**src/design/wsg_pkg.sv**
```systemverilog
`timescale 1ns / 1ps
// ----------------------------------------------------------------------------
// wsg_pkg
// Shared codes and control bundles for the window peak SNR gate.
// ----------------------------------------------------------------------------
package wsg_pkg;

   localparam int CSR_INDEX_BITS = 3;
   localparam int CSR_DATA_BITS  = 32;
   localparam int WIN_BITS       = 16;
   localparam int MIN_BITS       = 32;

   localparam logic [CSR_INDEX_BITS-1:0] CSR_NOISE_START  = 3'd0;
   localparam logic [CSR_INDEX_BITS-1:0] CSR_NOISE_END    = 3'd1;
   localparam logic [CSR_INDEX_BITS-1:0] CSR_SIGNAL_START = 3'd2;
   localparam logic [CSR_INDEX_BITS-1:0] CSR_SIGNAL_END   = 3'd3;
   localparam logic [CSR_INDEX_BITS-1:0] CSR_MIN_RATIO    = 3'd4;
   localparam logic [CSR_INDEX_BITS-1:0] CSR_CHECK_EN     = 3'd5;

   localparam logic [1:0] STATUS_OK         = 2'd0;
   localparam logic [1:0] STATUS_NOISE_ZERO = 2'd1;
   localparam logic [1:0] STATUS_BOTH_ZERO  = 2'd2;
   localparam logic [1:0] STATUS_EMPTY      = 2'd3;

   // controller to datapath
   typedef struct packed {
      logic sample_take;   // non-final item: update window peaks
      logic trace_end;     // final item: capture peaks, load divider, clear trace
      logic div_step;      // one quotient bit
      logic out_load;      // build result and load output register
   } cmd_type;

   // datapath to controller
   typedef struct packed {
      logic div_done;      // current step produces the last quotient bit
   } stat_type;

endpackage

```
**src/design/window_peak_snr_gate_unit.sv**
```systemverilog
`timescale 1ns / 1ps
// ----------------------------------------------------------------------------
// window_peak_snr_gate_unit
// Peak-amplitude signal-to-noise gate over two sample windows of a trace.
// ----------------------------------------------------------------------------
// Usage:
//  - req_* carries one trace sample per item; req_last marks the final item,
//    which is never counted in either window and closes the trace.
//  - Sample numbering starts at zero after reset and after every final item.
//  - Non-final items are accepted back to back whenever req_ready is high.
//  - A final item starts a bit-serial divider for a SAMPLE_BITS+FRAC_BITS-bit
//    quotient, one quotient bit per cycle; the result is then built and
//    registered once the output register is free, and appears on rsp_*.
//  - req_ready is low while the divider runs and while a finished result
//    waits for a busy output register.
//  - A result held in the output register does not block new samples; if the
//    receiver stalls, the next result waits in the divider until it is taken.
//  - csr_* writes are taken at once; write only while the block is idle.
//  - Reset clears the configuration registers to zero, the trace state and rsp_valid.
// ----------------------------------------------------------------------------
module window_peak_snr_gate_unit #(
   parameter int MAX_SAMPLES = 65536,
   parameter int SAMPLE_BITS = 24,
   parameter int FRAC_BITS   = 16
) (
   input  logic                                    clock,
   input  logic                                    reset,
   input  logic                                    csr_we,
   input  logic [wsg_pkg::CSR_INDEX_BITS-1:0]      csr_index,
   input  logic [wsg_pkg::CSR_DATA_BITS-1:0]       csr_wdata,
   input  logic                                    req_valid,
   output logic                                    req_ready,
   input  logic signed [SAMPLE_BITS-1:0]           req_sample,
   input  logic                                    req_last,
   output logic                                    rsp_valid,
   input  logic                                    rsp_ready,
   output logic signed [SAMPLE_BITS+FRAC_BITS:0]   rsp_ratio_q16,
   output logic [1:0]                              rsp_status,
   output logic                                    rsp_accepted
);

   wsg_pkg::cmd_type  cmd;
   wsg_pkg::stat_type stat;

   wsg_ctrl u_ctrl (
      .clock     (clock),
      .reset     (reset),
      .req_valid (req_valid),
      .req_last  (req_last),
      .req_ready (req_ready),
      .rsp_valid (rsp_valid),
      .rsp_ready (rsp_ready),
      .cmd       (cmd),
      .stat      (stat)
   );

   wsg_datapath #(
      .MAX_SAMPLES (MAX_SAMPLES),
      .SAMPLE_BITS (SAMPLE_BITS),
      .FRAC_BITS   (FRAC_BITS)
   ) u_datapath (
      .clock         (clock),
      .reset         (reset),
      .csr_we        (csr_we),
      .csr_index     (csr_index),
      .csr_wdata     (csr_wdata),
      .req_sample    (req_sample),
      .cmd           (cmd),
      .stat          (stat),
      .rsp_ratio_q16 (rsp_ratio_q16),
      .rsp_status    (rsp_status),
      .rsp_accepted  (rsp_accepted)
   );

endmodule

```
**src/design/wsg_ctrl.sv**
```systemverilog
`timescale 1ns / 1ps
// ----------------------------------------------------------------------------
// wsg_ctrl
// Sequencer: takes items, runs the divider after the final item and owns the
// result valid flag.
// ----------------------------------------------------------------------------
module wsg_ctrl (
   input  logic               clock,
   input  logic               reset,
   input  logic               req_valid,
   input  logic               req_last,
   output logic               req_ready,
   output logic               rsp_valid,
   input  logic               rsp_ready,
   output wsg_pkg::cmd_type   cmd,
   input  wsg_pkg::stat_type  stat
);

   localparam logic [1:0] S_IDLE = 2'd0;
   localparam logic [1:0] S_DIV  = 2'd1;
   localparam logic [1:0] S_FIN  = 2'd2;

   logic [1:0] state_ff, state_in;
   logic       rsp_valid_ff, rsp_valid_in;
   logic       take;
   logic       out_free;

   assign req_ready = (state_ff == S_IDLE);
   assign take      = req_valid && req_ready;
   assign out_free  = !rsp_valid_ff || rsp_ready;
   assign rsp_valid = rsp_valid_ff;

   always_comb begin
      state_in         = state_ff;
      cmd.sample_take  = 1'b0;
      cmd.trace_end    = 1'b0;
      cmd.div_step     = 1'b0;
      cmd.out_load     = 1'b0;
      unique case (state_ff)
         S_IDLE: begin
            if (take) begin
               if (req_last) begin
                  cmd.trace_end = 1'b1;
                  state_in      = S_DIV;
               end else begin
                  cmd.sample_take = 1'b1;
               end
            end
         end
         S_DIV: begin
            cmd.div_step = 1'b1;
            if (stat.div_done) begin
               state_in = S_FIN;
            end
         end
         S_FIN: begin
            // hold the finished quotient until the output register is free
            if (out_free) begin
               cmd.out_load = 1'b1;
               state_in     = S_IDLE;
            end
         end
         default: begin
            state_in = S_IDLE;
         end
      endcase
   end

   always_comb begin
      rsp_valid_in = rsp_valid_ff;
      if (cmd.out_load) begin
         rsp_valid_in = 1'b1;
      end else if (rsp_ready) begin
         rsp_valid_in = 1'b0;
      end
   end

   always_ff @(posedge clock) begin
      if (reset) begin
         state_ff     <= S_IDLE;
         rsp_valid_ff <= 1'b0;
      end else begin
         state_ff     <= state_in;
         rsp_valid_ff <= rsp_valid_in;
      end
   end

   a_last_starts_div: assert property (@(posedge clock) disable iff (reset)
      (take && req_last) |=> (state_ff == S_DIV))
      else $error("final item did not start the divider");

   a_no_overwrite: assert property (@(posedge clock) disable iff (reset)
      cmd.out_load |-> (!rsp_valid_ff || rsp_ready))
      else $error("result loaded over an untaken result");

   a_div_to_fin: assert property (@(posedge clock) disable iff (reset)
      (state_ff == S_DIV && stat.div_done) |=>
         (state_ff == S_FIN && rsp_valid_ff == $past(rsp_valid_ff && !rsp_ready)))
      else $error("divider completion not followed by result stage");

   a_one_result_per_trace: assert property (@(posedge clock) disable iff (reset)
      cmd.out_load |=> (state_ff == S_IDLE && rsp_valid_ff))
      else $error("result load did not raise valid");

endmodule

```
**src/design/wsg_datapath.sv**
```systemverilog
`timescale 1ns / 1ps
// ----------------------------------------------------------------------------
// wsg_datapath
// Configuration registers, window peak trackers, bit-serial restoring divider
// and the result register.
// ----------------------------------------------------------------------------
module wsg_datapath #(
   parameter int MAX_SAMPLES = 65536,
   parameter int SAMPLE_BITS = 24,
   parameter int FRAC_BITS   = 16
) (
   input  logic                                    clock,
   input  logic                                    reset,
   input  logic                                    csr_we,
   input  logic [wsg_pkg::CSR_INDEX_BITS-1:0]      csr_index,
   input  logic [wsg_pkg::CSR_DATA_BITS-1:0]       csr_wdata,
   input  logic signed [SAMPLE_BITS-1:0]           req_sample,
   input  wsg_pkg::cmd_type                        cmd,
   output wsg_pkg::stat_type                       stat,
   output logic signed [SAMPLE_BITS+FRAC_BITS:0]   rsp_ratio_q16,
   output logic [1:0]                              rsp_status,
   output logic                                    rsp_accepted
);

   localparam int IDX_W   = $clog2(MAX_SAMPLES);
   localparam int WIN_W   = (IDX_W > wsg_pkg::WIN_BITS) ? IDX_W : wsg_pkg::WIN_BITS;
   localparam int Q_W     = SAMPLE_BITS + FRAC_BITS;
   localparam int OUT_W   = Q_W + 1;
   localparam int CNT_W   = $clog2(Q_W);
   localparam int R_UP    = (FRAC_BITS < 16) ? 16 - FRAC_BITS : 0;
   localparam int M_UP    = (FRAC_BITS > 16) ? FRAC_BITS - 16 : 0;
   localparam int CMP_A   = OUT_W + R_UP;
   localparam int CMP_B   = wsg_pkg::MIN_BITS + M_UP;
   localparam int CMP_W   = (CMP_A > CMP_B) ? CMP_A : CMP_B;

   // configuration
   logic [wsg_pkg::WIN_BITS-1:0] noise_start_ff, noise_end_ff;
   logic [wsg_pkg::WIN_BITS-1:0] signal_start_ff, signal_end_ff;
   logic [wsg_pkg::MIN_BITS-1:0] min_ratio_ff;
   logic                         check_en_ff;

   // trace state
   logic [IDX_W-1:0]       idx_ff, idx_in;
   logic [SAMPLE_BITS-1:0] noise_peak_ff, noise_peak_in;
   logic [SAMPLE_BITS-1:0] signal_peak_ff, signal_peak_in;
   logic                   noise_seen_ff, noise_seen_in;
   logic                   signal_seen_ff, signal_seen_in;

   // captured at trace end
   logic [SAMPLE_BITS-1:0] snap_noise_ff, snap_signal_ff;
   logic                   snap_nseen_ff, snap_sseen_ff;

   // divider
   logic [SAMPLE_BITS-1:0] rem_ff, rem_in;
   logic [Q_W-1:0]         quo_ff, quo_in;
   logic [CNT_W-1:0]       cnt_ff, cnt_in;
   logic [SAMPLE_BITS:0]   rem_sh;
   logic [SAMPLE_BITS:0]   rem_sub;
   logic                   ge;

   // result
   logic signed [OUT_W-1:0] ratio_ff, ratio_in;
   logic [1:0]              status_ff, status_in;
   logic                    acc_ff, acc_in;

   logic [SAMPLE_BITS-1:0] mag;
   logic [WIN_W-1:0]       idx_w;
   logic                   in_noise, in_signal;
   logic [OUT_W-1:0]       quo_ext;
   logic [CMP_W-1:0]       lhs, rhs;

   always_ff @(posedge clock) begin
      if (reset) begin
         noise_start_ff  <= '0;
         noise_end_ff    <= '0;
         signal_start_ff <= '0;
         signal_end_ff   <= '0;
         min_ratio_ff    <= '0;
         check_en_ff     <= 1'b0;
      end else if (csr_we) begin
         unique case (csr_index)
            wsg_pkg::CSR_NOISE_START:  noise_start_ff  <= csr_wdata[wsg_pkg::WIN_BITS-1:0];
            wsg_pkg::CSR_NOISE_END:    noise_end_ff    <= csr_wdata[wsg_pkg::WIN_BITS-1:0];
            wsg_pkg::CSR_SIGNAL_START: signal_start_ff <= csr_wdata[wsg_pkg::WIN_BITS-1:0];
            wsg_pkg::CSR_SIGNAL_END:   signal_end_ff   <= csr_wdata[wsg_pkg::WIN_BITS-1:0];
            wsg_pkg::CSR_MIN_RATIO:    min_ratio_ff    <= csr_wdata[wsg_pkg::MIN_BITS-1:0];
            wsg_pkg::CSR_CHECK_EN:     check_en_ff     <= csr_wdata[0];
            default: ;
         endcase
      end
   end

   // magnitude of the most negative code fits unsigned in the same width
   assign mag   = req_sample[SAMPLE_BITS-1] ? SAMPLE_BITS'(-req_sample) : req_sample;
   assign idx_w = WIN_W'(idx_ff);
   assign in_noise  = (idx_w >= WIN_W'(noise_start_ff)) && (idx_w < WIN_W'(noise_end_ff));
   assign in_signal = (idx_w >= WIN_W'(signal_start_ff)) && (idx_w < WIN_W'(signal_end_ff));

   always_comb begin
      idx_in         = idx_ff;
      noise_peak_in  = noise_peak_ff;
      signal_peak_in = signal_peak_ff;
      noise_seen_in  = noise_seen_ff;
      signal_seen_in = signal_seen_ff;
      if (cmd.trace_end) begin
         idx_in         = '0;
         noise_peak_in  = '0;
         signal_peak_in = '0;
         noise_seen_in  = 1'b0;
         signal_seen_in = 1'b0;
      end else if (cmd.sample_take) begin
         if (in_noise) begin
            if (!noise_seen_ff || mag > noise_peak_ff) begin
               noise_peak_in = mag;
            end
            noise_seen_in = 1'b1;
         end
         if (in_signal) begin
            if (!signal_seen_ff || mag > signal_peak_ff) begin
               signal_peak_in = mag;
            end
            signal_seen_in = 1'b1;
         end
         if (idx_ff != IDX_W'(MAX_SAMPLES - 1)) begin
            idx_in = idx_ff + 1'b1;
         end
      end
   end

   always_ff @(posedge clock) begin
      if (reset) begin
         idx_ff         <= '0;
         noise_peak_ff  <= '0;
         signal_peak_ff <= '0;
         noise_seen_ff  <= 1'b0;
         signal_seen_ff <= 1'b0;
      end else begin
         idx_ff         <= idx_in;
         noise_peak_ff  <= noise_peak_in;
         signal_peak_ff <= signal_peak_in;
         noise_seen_ff  <= noise_seen_in;
         signal_seen_ff <= signal_seen_in;
      end
   end

   always_ff @(posedge clock) begin
      if (cmd.trace_end) begin
         snap_noise_ff  <= noise_peak_ff;
         snap_signal_ff <= signal_peak_ff;
         snap_nseen_ff  <= noise_seen_ff;
         snap_sseen_ff  <= signal_seen_ff;
      end
   end

   // restoring division, one quotient bit per step, dividend shifts out of quo
   assign rem_sh  = {rem_ff, quo_ff[Q_W-1]};
   assign ge      = rem_sh >= {1'b0, snap_noise_ff};
   assign rem_sub = rem_sh - {1'b0, snap_noise_ff};

   always_comb begin
      rem_in = rem_ff;
      quo_in = quo_ff;
      cnt_in = cnt_ff;
      if (cmd.trace_end) begin
         rem_in = '0;
         cnt_in = '0;
         // empty signal window divides one by the noise peak
         quo_in = signal_seen_ff ? {signal_peak_ff, FRAC_BITS'(0)} : (Q_W'(1) << FRAC_BITS);
      end else if (cmd.div_step) begin
         rem_in = ge ? rem_sub[SAMPLE_BITS-1:0] : rem_sh[SAMPLE_BITS-1:0];
         quo_in = {quo_ff[Q_W-2:0], ge};
         cnt_in = cnt_ff + 1'b1;
      end
   end

   always_ff @(posedge clock) begin
      rem_ff <= rem_in;
      quo_ff <= quo_in;
      if (reset) begin
         cnt_ff <= '0;
      end else begin
         cnt_ff <= cnt_in;
      end
   end

   assign stat.div_done = (cnt_ff == CNT_W'(Q_W - 1));

   assign quo_ext = {1'b0, quo_ff};

   always_comb begin
      if (!snap_nseen_ff || !snap_sseen_ff) begin
         status_in = wsg_pkg::STATUS_EMPTY;
         if (!snap_nseen_ff && !snap_sseen_ff) begin
            ratio_in = OUT_W'(1) << FRAC_BITS;
         end else if (!snap_nseen_ff) begin
            ratio_in = -$signed({1'b0, snap_signal_ff, FRAC_BITS'(0)});
         end else if (snap_noise_ff == '0) begin
            ratio_in = -$signed(OUT_W'(1) << (SAMPLE_BITS - 1 + FRAC_BITS));
         end else begin
            ratio_in = -$signed(quo_ext);
         end
      end else if (snap_noise_ff == '0) begin
         if (snap_signal_ff == '0) begin
            status_in = wsg_pkg::STATUS_BOTH_ZERO;
            ratio_in  = '0;
         end else begin
            status_in = wsg_pkg::STATUS_NOISE_ZERO;
            ratio_in  = $signed(OUT_W'(1) << (SAMPLE_BITS - 1 + FRAC_BITS));
         end
      end else begin
         status_in = wsg_pkg::STATUS_OK;
         ratio_in  = $signed(quo_ext);
      end
   end

   // compare in a common scale of 2^-max(FRAC_BITS,16)
   assign lhs = CMP_W'(ratio_in) << R_UP;
   assign rhs = CMP_W'(min_ratio_ff) << M_UP;

   always_comb begin
      if (!check_en_ff || min_ratio_ff == '0 || status_in == wsg_pkg::STATUS_BOTH_ZERO) begin
         acc_in = 1'b1;
      end else if (ratio_in[OUT_W-1]) begin
         acc_in = 1'b0;
      end else begin
         acc_in = (lhs >= rhs);
      end
   end

   always_ff @(posedge clock) begin
      if (cmd.out_load) begin
         ratio_ff  <= ratio_in;
         status_ff <= status_in;
         acc_ff    <= acc_in;
      end
   end

   assign rsp_ratio_q16 = ratio_ff;
   assign rsp_status    = status_ff;
   assign rsp_accepted  = acc_ff;

endmodule

```
**config.mk**
```make
export PLATFORM = sky130hd
export DESIGN_NAME = window_peak_snr_gate_unit
export DESIGN_NICKNAME = d
export VERILOG_FILES = /design/src/design/wsg_pkg.sv /design/src/design/window_peak_snr_gate_unit.sv /design/src/design/wsg_ctrl.sv /design/src/design/wsg_datapath.sv
export SDC_FILE = /design/constraint.sdc
export NUM_CORES = 1
export LEC_CHECK = 0
export BUFFER_PORTS_ARGS = -buffer_cell sky130_fd_sc_hd__buf_2
export CORE_MARGIN = 8
export CORE_UTILIZATION = 43
export DETAILED_ROUTE_END_ITERATION = 8
export PLACE_DENSITY = 0.72
export RECOVER_POWER = 25
export SETUP_SLACK_MARGIN = 0.15
export SLEW_MARGIN = 20
export SYNTH_ARGS = -nofsm -noshare
export SYNTH_HDL_FRONTEND = slang
export SYNTH_SLANG_ARGS = --single-unit
```
**constraint.sdc**
```tcl
create_clock -name clock -period 9.7 [get_ports clock]
set_clock_uncertainty 0.15 [all_clocks]
set_input_delay 0.485 -clock clock [delete_from_list [all_inputs] [get_ports clock]]
set_output_delay 0.485 -clock clock [all_outputs]
set_load 0.02 [all_outputs]
```
# Word-level counts from Yosys, hierarchy flattened
# Index checks and enable logic that the tools add are counted.
# word_totals
ff_bits	330
output_inout_bits	46
# op_classes
addsub	6
n_lt_le_gt_ge	8
n_eq_ne	14
muxes	29
reduce_logical	36
# ops
operator	n
2-to-1 mux 40 bit	5
2-to-1 mux 41 bit	4
negator 40 -> 41 bit	2
> comparator 24 bit	2
logical NOT 24 bit	2
2-to-1 mux 24 bit	2
>= comparator 41 x 32 -> 1 bit	1
>= comparator 16 bit	2
logical NOT 32 bit	1
< comparator 16 bit	2
>= comparator 25 x 24 -> 1 bit	1
negator 24 bit	1
subtractor 24 bit	1
2-to-1 mux 2 bit	9
AND reduction 2 bit	9
adder 16 x 1 -> 16 bit, second input constant	1
inequality test 16 bit, second input constant	1
2-to-1 mux 1 bit	8
adder 6 x 1 -> 6 bit, second input constant	1
== test 3 x 2 -> 1 bit, second input constant	2
== test 3 bit, second input constant	2
== test 6 bit, second input constant	1
logical NOT 1 bit	6
logical OR 1 bit	6
other kinds (13)	21

# Depth between registers and ports, before layout
# depth
word_depth	7
depth_mapped	17
mapped_depth_nobuf	17

# Cells and area by module
# From an unflattened synthesis, not the netlist that was laid out.
# unflattened
cells_unflattened	2219
hier_area_um2	19225.9
# by_module_without_submodules
mod	n_inst	cells_per_inst	area_each_um2
wsg_datapath	1	2200	19052.0
wsg_ctrl	1	19	173.9

# Worst setup path before layout
# OpenSTA, ideal clock, no wires.
# synth_timing
kind	input to register
startpoint	in req_sample[11]
endpoint	reg u_datapath.noise_peak_ff[10]
arrival_ns	4.212
setup_slack_ns	5.266
path_stages	13
n_path_buf	1
path_cell_list	or4_1 > or4_1 > or3_1 > o31ai_1 > xnor2_1 > ha_1 > nand4_1 > nor2_1 > nand4_1 > or4_1 > o211ai_1 > buf_2 > mux2i_1
# synth_via
elab_chain_len	5
# synth_rtl
item	line	text
start, declared	window_peak_snr_gate_unit.sv:33	input logic signed [SAMPLE_BITS-1:0] req_sample,
negator 24 bit	wsg_datapath.sv:94	assign mag = req_sample[SAMPLE_BITS-1] ? SAMPLE_BITS'(-req_sample) : req_sample;
2-to-1 mux 24 bit	wsg_datapath.sv:94	
via u_datapath.mag[21]	wsg_datapath.sv:66	logic [SAMPLE_BITS-1:0] mag;
> comparator 24 bit	wsg_datapath.sv:113	if (!noise_seen_ff || mag > noise_peak_ff) begin
logical OR 1 bit	wsg_datapath.sv:113	
AND reduction 3 bit (no line)	--	
end signal, assigned	wsg_datapath.sv:139	noise_peak_ff <= noise_peak_in;
end, declared	wsg_datapath.sv:44	logic [SAMPLE_BITS-1:0] noise_peak_ff, noise_peak_in;
# The timed path passes the listed nets, and every way through them passes these cells.
# A chain may end at the register's enable or synchronous reset.

# Worst setup path after layout
# layout_timing
startpoint	in req_sample[0]
endpoint	reg u_datapath.noise_peak_ff[22]
# The elaborated chain is that of the path after synthesis.

==> results.yml <==
status:
  outcome: "complete, but fails checks"
  failed_checks: "capacitance limit, slew limit"
route:
  wl_per_cell_um: 17.3
  remaining_drc_errors: 0
  drtAntennaViolNets: 0
  totalWireLength_um: 49500
  num_vias: 15800
  drt_iter0_drc: 1273
  via_per_inst: 5.51
  drtPass1Iterations: 6
global_route:
  grt-ovfl-total: 0
  grt_pass1_wl_um: 78600
  grt_max_degree: 82
  grt_pass1_vias: 15200
  antenna_found_initial: 0
  grt_use_total_pct: 18.9
place:
  hpwl_um: 37200
  placed_area_um2: 20000
  routabilityCongestion: 0.914
  port_buffers: 110
logic_synthesis:
  synth_xor_area_share_pct: 4.26
  synth-simple-area-share_pct: 20.0
  synth.avg_cell_area_um2: 8.75
  syn_nets: 2400
  synth.distinct_cells: 72
  yosys.area_share.adder_pct: 11.4
  synthFlopType: "dfxtp_1"
  synth_top_family_by_area: "simple AND/OR/NAND/NOR gates"
  syn_area_um2: 18900
  seq_area_frac_synth_pct: 42.0
  muxShareOfSynthArea_pct: 3.70
  ys_ff_latch: 330
  synth_compound_area_share_pct: 13.1
  ys_warn_count: 0
  synth_edf_count: 134
  syn_inst: 2163
  postSynth.asyncResetShare_pct: 0
sta:
  tns_ns: 0
  worst_slew_pin_slew_ns: 3.26
  fin_crit_ns: 5.00
  max_freq_mhz: 200
  fin_crit_sh_pct: 51.6
  hold_viol: 0
  slew_violations: 161
  hold_ws_ns: 0.0237
  relSlewSlack_pct: -117
  rsz0062_at_grt: "no"
  setup_viol: 0
power_and_ir_drop:
  seqPwrFrac_pct: 42.1
  peakVddDrop_mv: 0.125
  p_sw_share_pct: 32.2
  p_leak_nw: 8.02
  clkPwrFrac_pct: 33.7
  p_int_mw: 2.64
  p_comb_share_pct: 24.2
  powerDensity_nw_per_um2: 184
  power.switching_mw: 1.25
finish:
  n_antenna_cell: 0
  final_nets: 2481
  area_growth_pct: 11.8
  postLayoutCoreUtil_pct: 48.3
  final_common_cell: "nand2_1"
  layout_common_cells: "nand2_1 (388), dfxtp_1 (196), inv_1 (189), a21oi_1 (178), ha_1 (171)"
  fin_area_um2: 21200
  drive_above_1_share_pct: 8.94
critical_path:
  cp_max_fo: 16
  reg2reg_to: "u_datapath.rsp_accepted$_SDFFCE_PP1P_"
  r2r_slack_ns: 4.90
  crit_path_end_kind: "register"
  cp_slowest_cell: "o211ai_1"
  slowest_delay_ns: 0.89
  timing.rr.start: "u_datapath.quo_ff[4]$_SDFFCE_PP0P_"
  critical_path_required_ns: 10.01
  ff2ff_path_depth: 15
  arrival_ns: 5.32
  path_cells: "buf_2, nor3_1, nand4b_1, or4_1, or3_1, o31ai_1, xnor2_1, ha_1, nand4_1, nor2_1, nand4_1, nor2_1, nor4b_1, nand3_1, o211ai_1, buf_4, mux2i_1"
  critPathLaunchType: "input port"
  critPathKind: "input port to register"
job:
  cap_viol_max_count: 3
min_path:
  hp-class: "input port to register"
  whs_path_depth: 3
  hp-start: "csr_wdata[21]"
  min_to: "u_datapath.min_ratio_ff[21]$_SDFFE_PP0P_"
floorplan:
  die_w_um: 226
  ios: 111
  coreArea_um2: 43800
  std_cell_rows: 77
  die_area_um2: 51000
  die_y_um: 226
  initial_core_util_pct: 43.2
clocking:
  clk_latency_ns: 0.56
  cts_sinks: 330
  clockBufferDepth: 3
  hold_buffers: 3
  root_buffer: "clkbuf_16"
  cts_tree: "done"
  post_cts_buffers: 0
  h-tree-depth: 2
  tritoncts.num_buffers: 36
  clk_pin_slew_ns: 0.07
  post_cts_resized: 0
Yosys cell counts (5+ instances only):
cell,n,share of area [%]
nor2b_1,18,0.59
buf_2,8,0.21
and2_1,18,0.59
nand4_1,32,1.1
nand4b_1,5,0.23
a22oi_1,7,0.28
nand2_1,388,7.7
nand3_1,88,2.3
dfxtp_1,196,21
nor2_1,129,2.6
and3_1,9,0.30
edfxtp_1,134,21
xor2_1,34,1.6
nor4_1,33,1.1
ha_1,171,11
mux2i_1,70,3.7
or4_1,14,0.56
a211oi_1,10,0.40
a21o_1,30,1.2
o22ai_1,17,0.56
inv_1,189,3.7
or2_2,6,0.20
clkbuf_1,72,1.4
o211ai_1,9,0.36
o311ai_0,5,0.23
a21oi_1,178,4.7
or3_1,17,0.56
a41oi_1,8,0.37
xnor2_1,58,2.7
o41ai_1,5,0.23
o31ai_1,10,0.40
a22o_1,8,0.37
nor3_1,30,0.79
a32oi_1,5,0.23
o21a_1,10,0.40
o21ai_0,72,1.9
nand2b_1,12,0.40
critical path: cells and delay by family:
kind                     cells  cell delay, ns
buffers and inverters        2            0.56
multiplexers                 1            0.23
XOR/XNOR                     1            0.23
adder cells (fa/ha/maj)      1            0.31
AND/OR/NAND/NOR             10            2.32
AO/OA/AOI/OAI                2            1.15
metrics by stage:
stage	std cells	power, mW	worst slack, ns
finish	2863	3.89	4.70
global route	2863	4.09	4.33
CTS	2863	3.91	4.70
detailed placement	2795	2.59	4.14
global placement	2794	2.56	4.32
floorplan	2163	2.36	5.27
final cells by class:
cell class	instances	area, µm²
Fill cell	4076	22700
Multi-Input combinational cell	1557	9960
Sequential cell	330	7950
Clock buffer	44	972
Tap cell	592	741
Inverter	190	713
Timing Repair Buffer	129	684
Clock inverter	21	146
logic make-up after synthesis:
kind of cell	count (synthesis)
adders and majority gates	172
muxes	70
DFF	330
xor gates and xnor gates	92
AOI/OAI and AO/OA	406
and+or+nand+nor	817
buffers and inverters	276
sequential cells by signal (all words and copies together) (netlist names), 2 cells and up:
name	cells
u_ctrl.state_ff	2
u_datapath.cnt_ff	6
u_datapath.idx_ff	16
u_datapath.min_ratio_ff	32
u_datapath.noise_end_ff	16
u_datapath.noise_peak_ff	24
u_datapath.noise_start_ff	16
u_datapath.quo_ff	40
u_datapath.rem_ff	24
u_datapath.rsp_ratio_q16	41
u_datapath.rsp_status	2
u_datapath.signal_end_ff	16
u_datapath.signal_peak_ff	24
u_datapath.signal_start_ff	16
u_datapath.snap_noise_ff	24
u_datapath.snap_signal_ff	24
worst max path at each step:
stage | from | to | slack, ns
finish | req_sample[0] | u_datapath.noise_peak_ff[22]$_SDFFE_PP0P_ | 4.70
detailed placement | req_sample[0] | u_datapath.noise_peak_ff[9]$_SDFFE_PP0P_ | 4.14
global placement | req_sample[0] | u_datapath.noise_peak_ff[19]$_SDFFE_PP0P_ | 4.32
CTS | req_sample[0] | u_datapath.noise_peak_ff[9]$_SDFFE_PP0P_ | 4.70
global route | req_sample[0] | u_datapath.noise_peak_ff[18]$_SDFFE_PP0P_ | 4.33
floorplan | req_sample[11] | u_datapath.noise_peak_ff[10]$_SDFFE_PP0P_ | 5.27
per-layer routing:
metal | routed length [µm] | vias up | global-route usage (%) | part of all wire, %
li1 | - | 7748 | - | -
met1 | 21500 | 7471 | 24.3 | 43
met2 | 23100 | 458 | 31.3 | 47
met3 | 3290 | 104 | 3.61 | 6.7
met4 | 1650 | 0 | 7.00 | 3.3
met5 | 0 | - | 0 | 0
power groups by stage:
| stage | Sequential [mW] | Clock (mW) | Combinational (mW) |
|---|---|---|---|
| 6_report | 1.64 | 1.31 | 0.941 |
| 5_1_grt | 1.65 | 1.40 | 1.05 |
| 4_1_cts | 1.64 | 1.34 | 0.930 |
| 3_5_place_dp | 1.66 | 0 | 0.924 |
| 3_3_place_gp | 1.66 | 0 | 0.895 |
| 2_1_floorplan | 1.64 | 0 | 0.713 |
No activity file was read; power rests on OpenSTA's default activity.
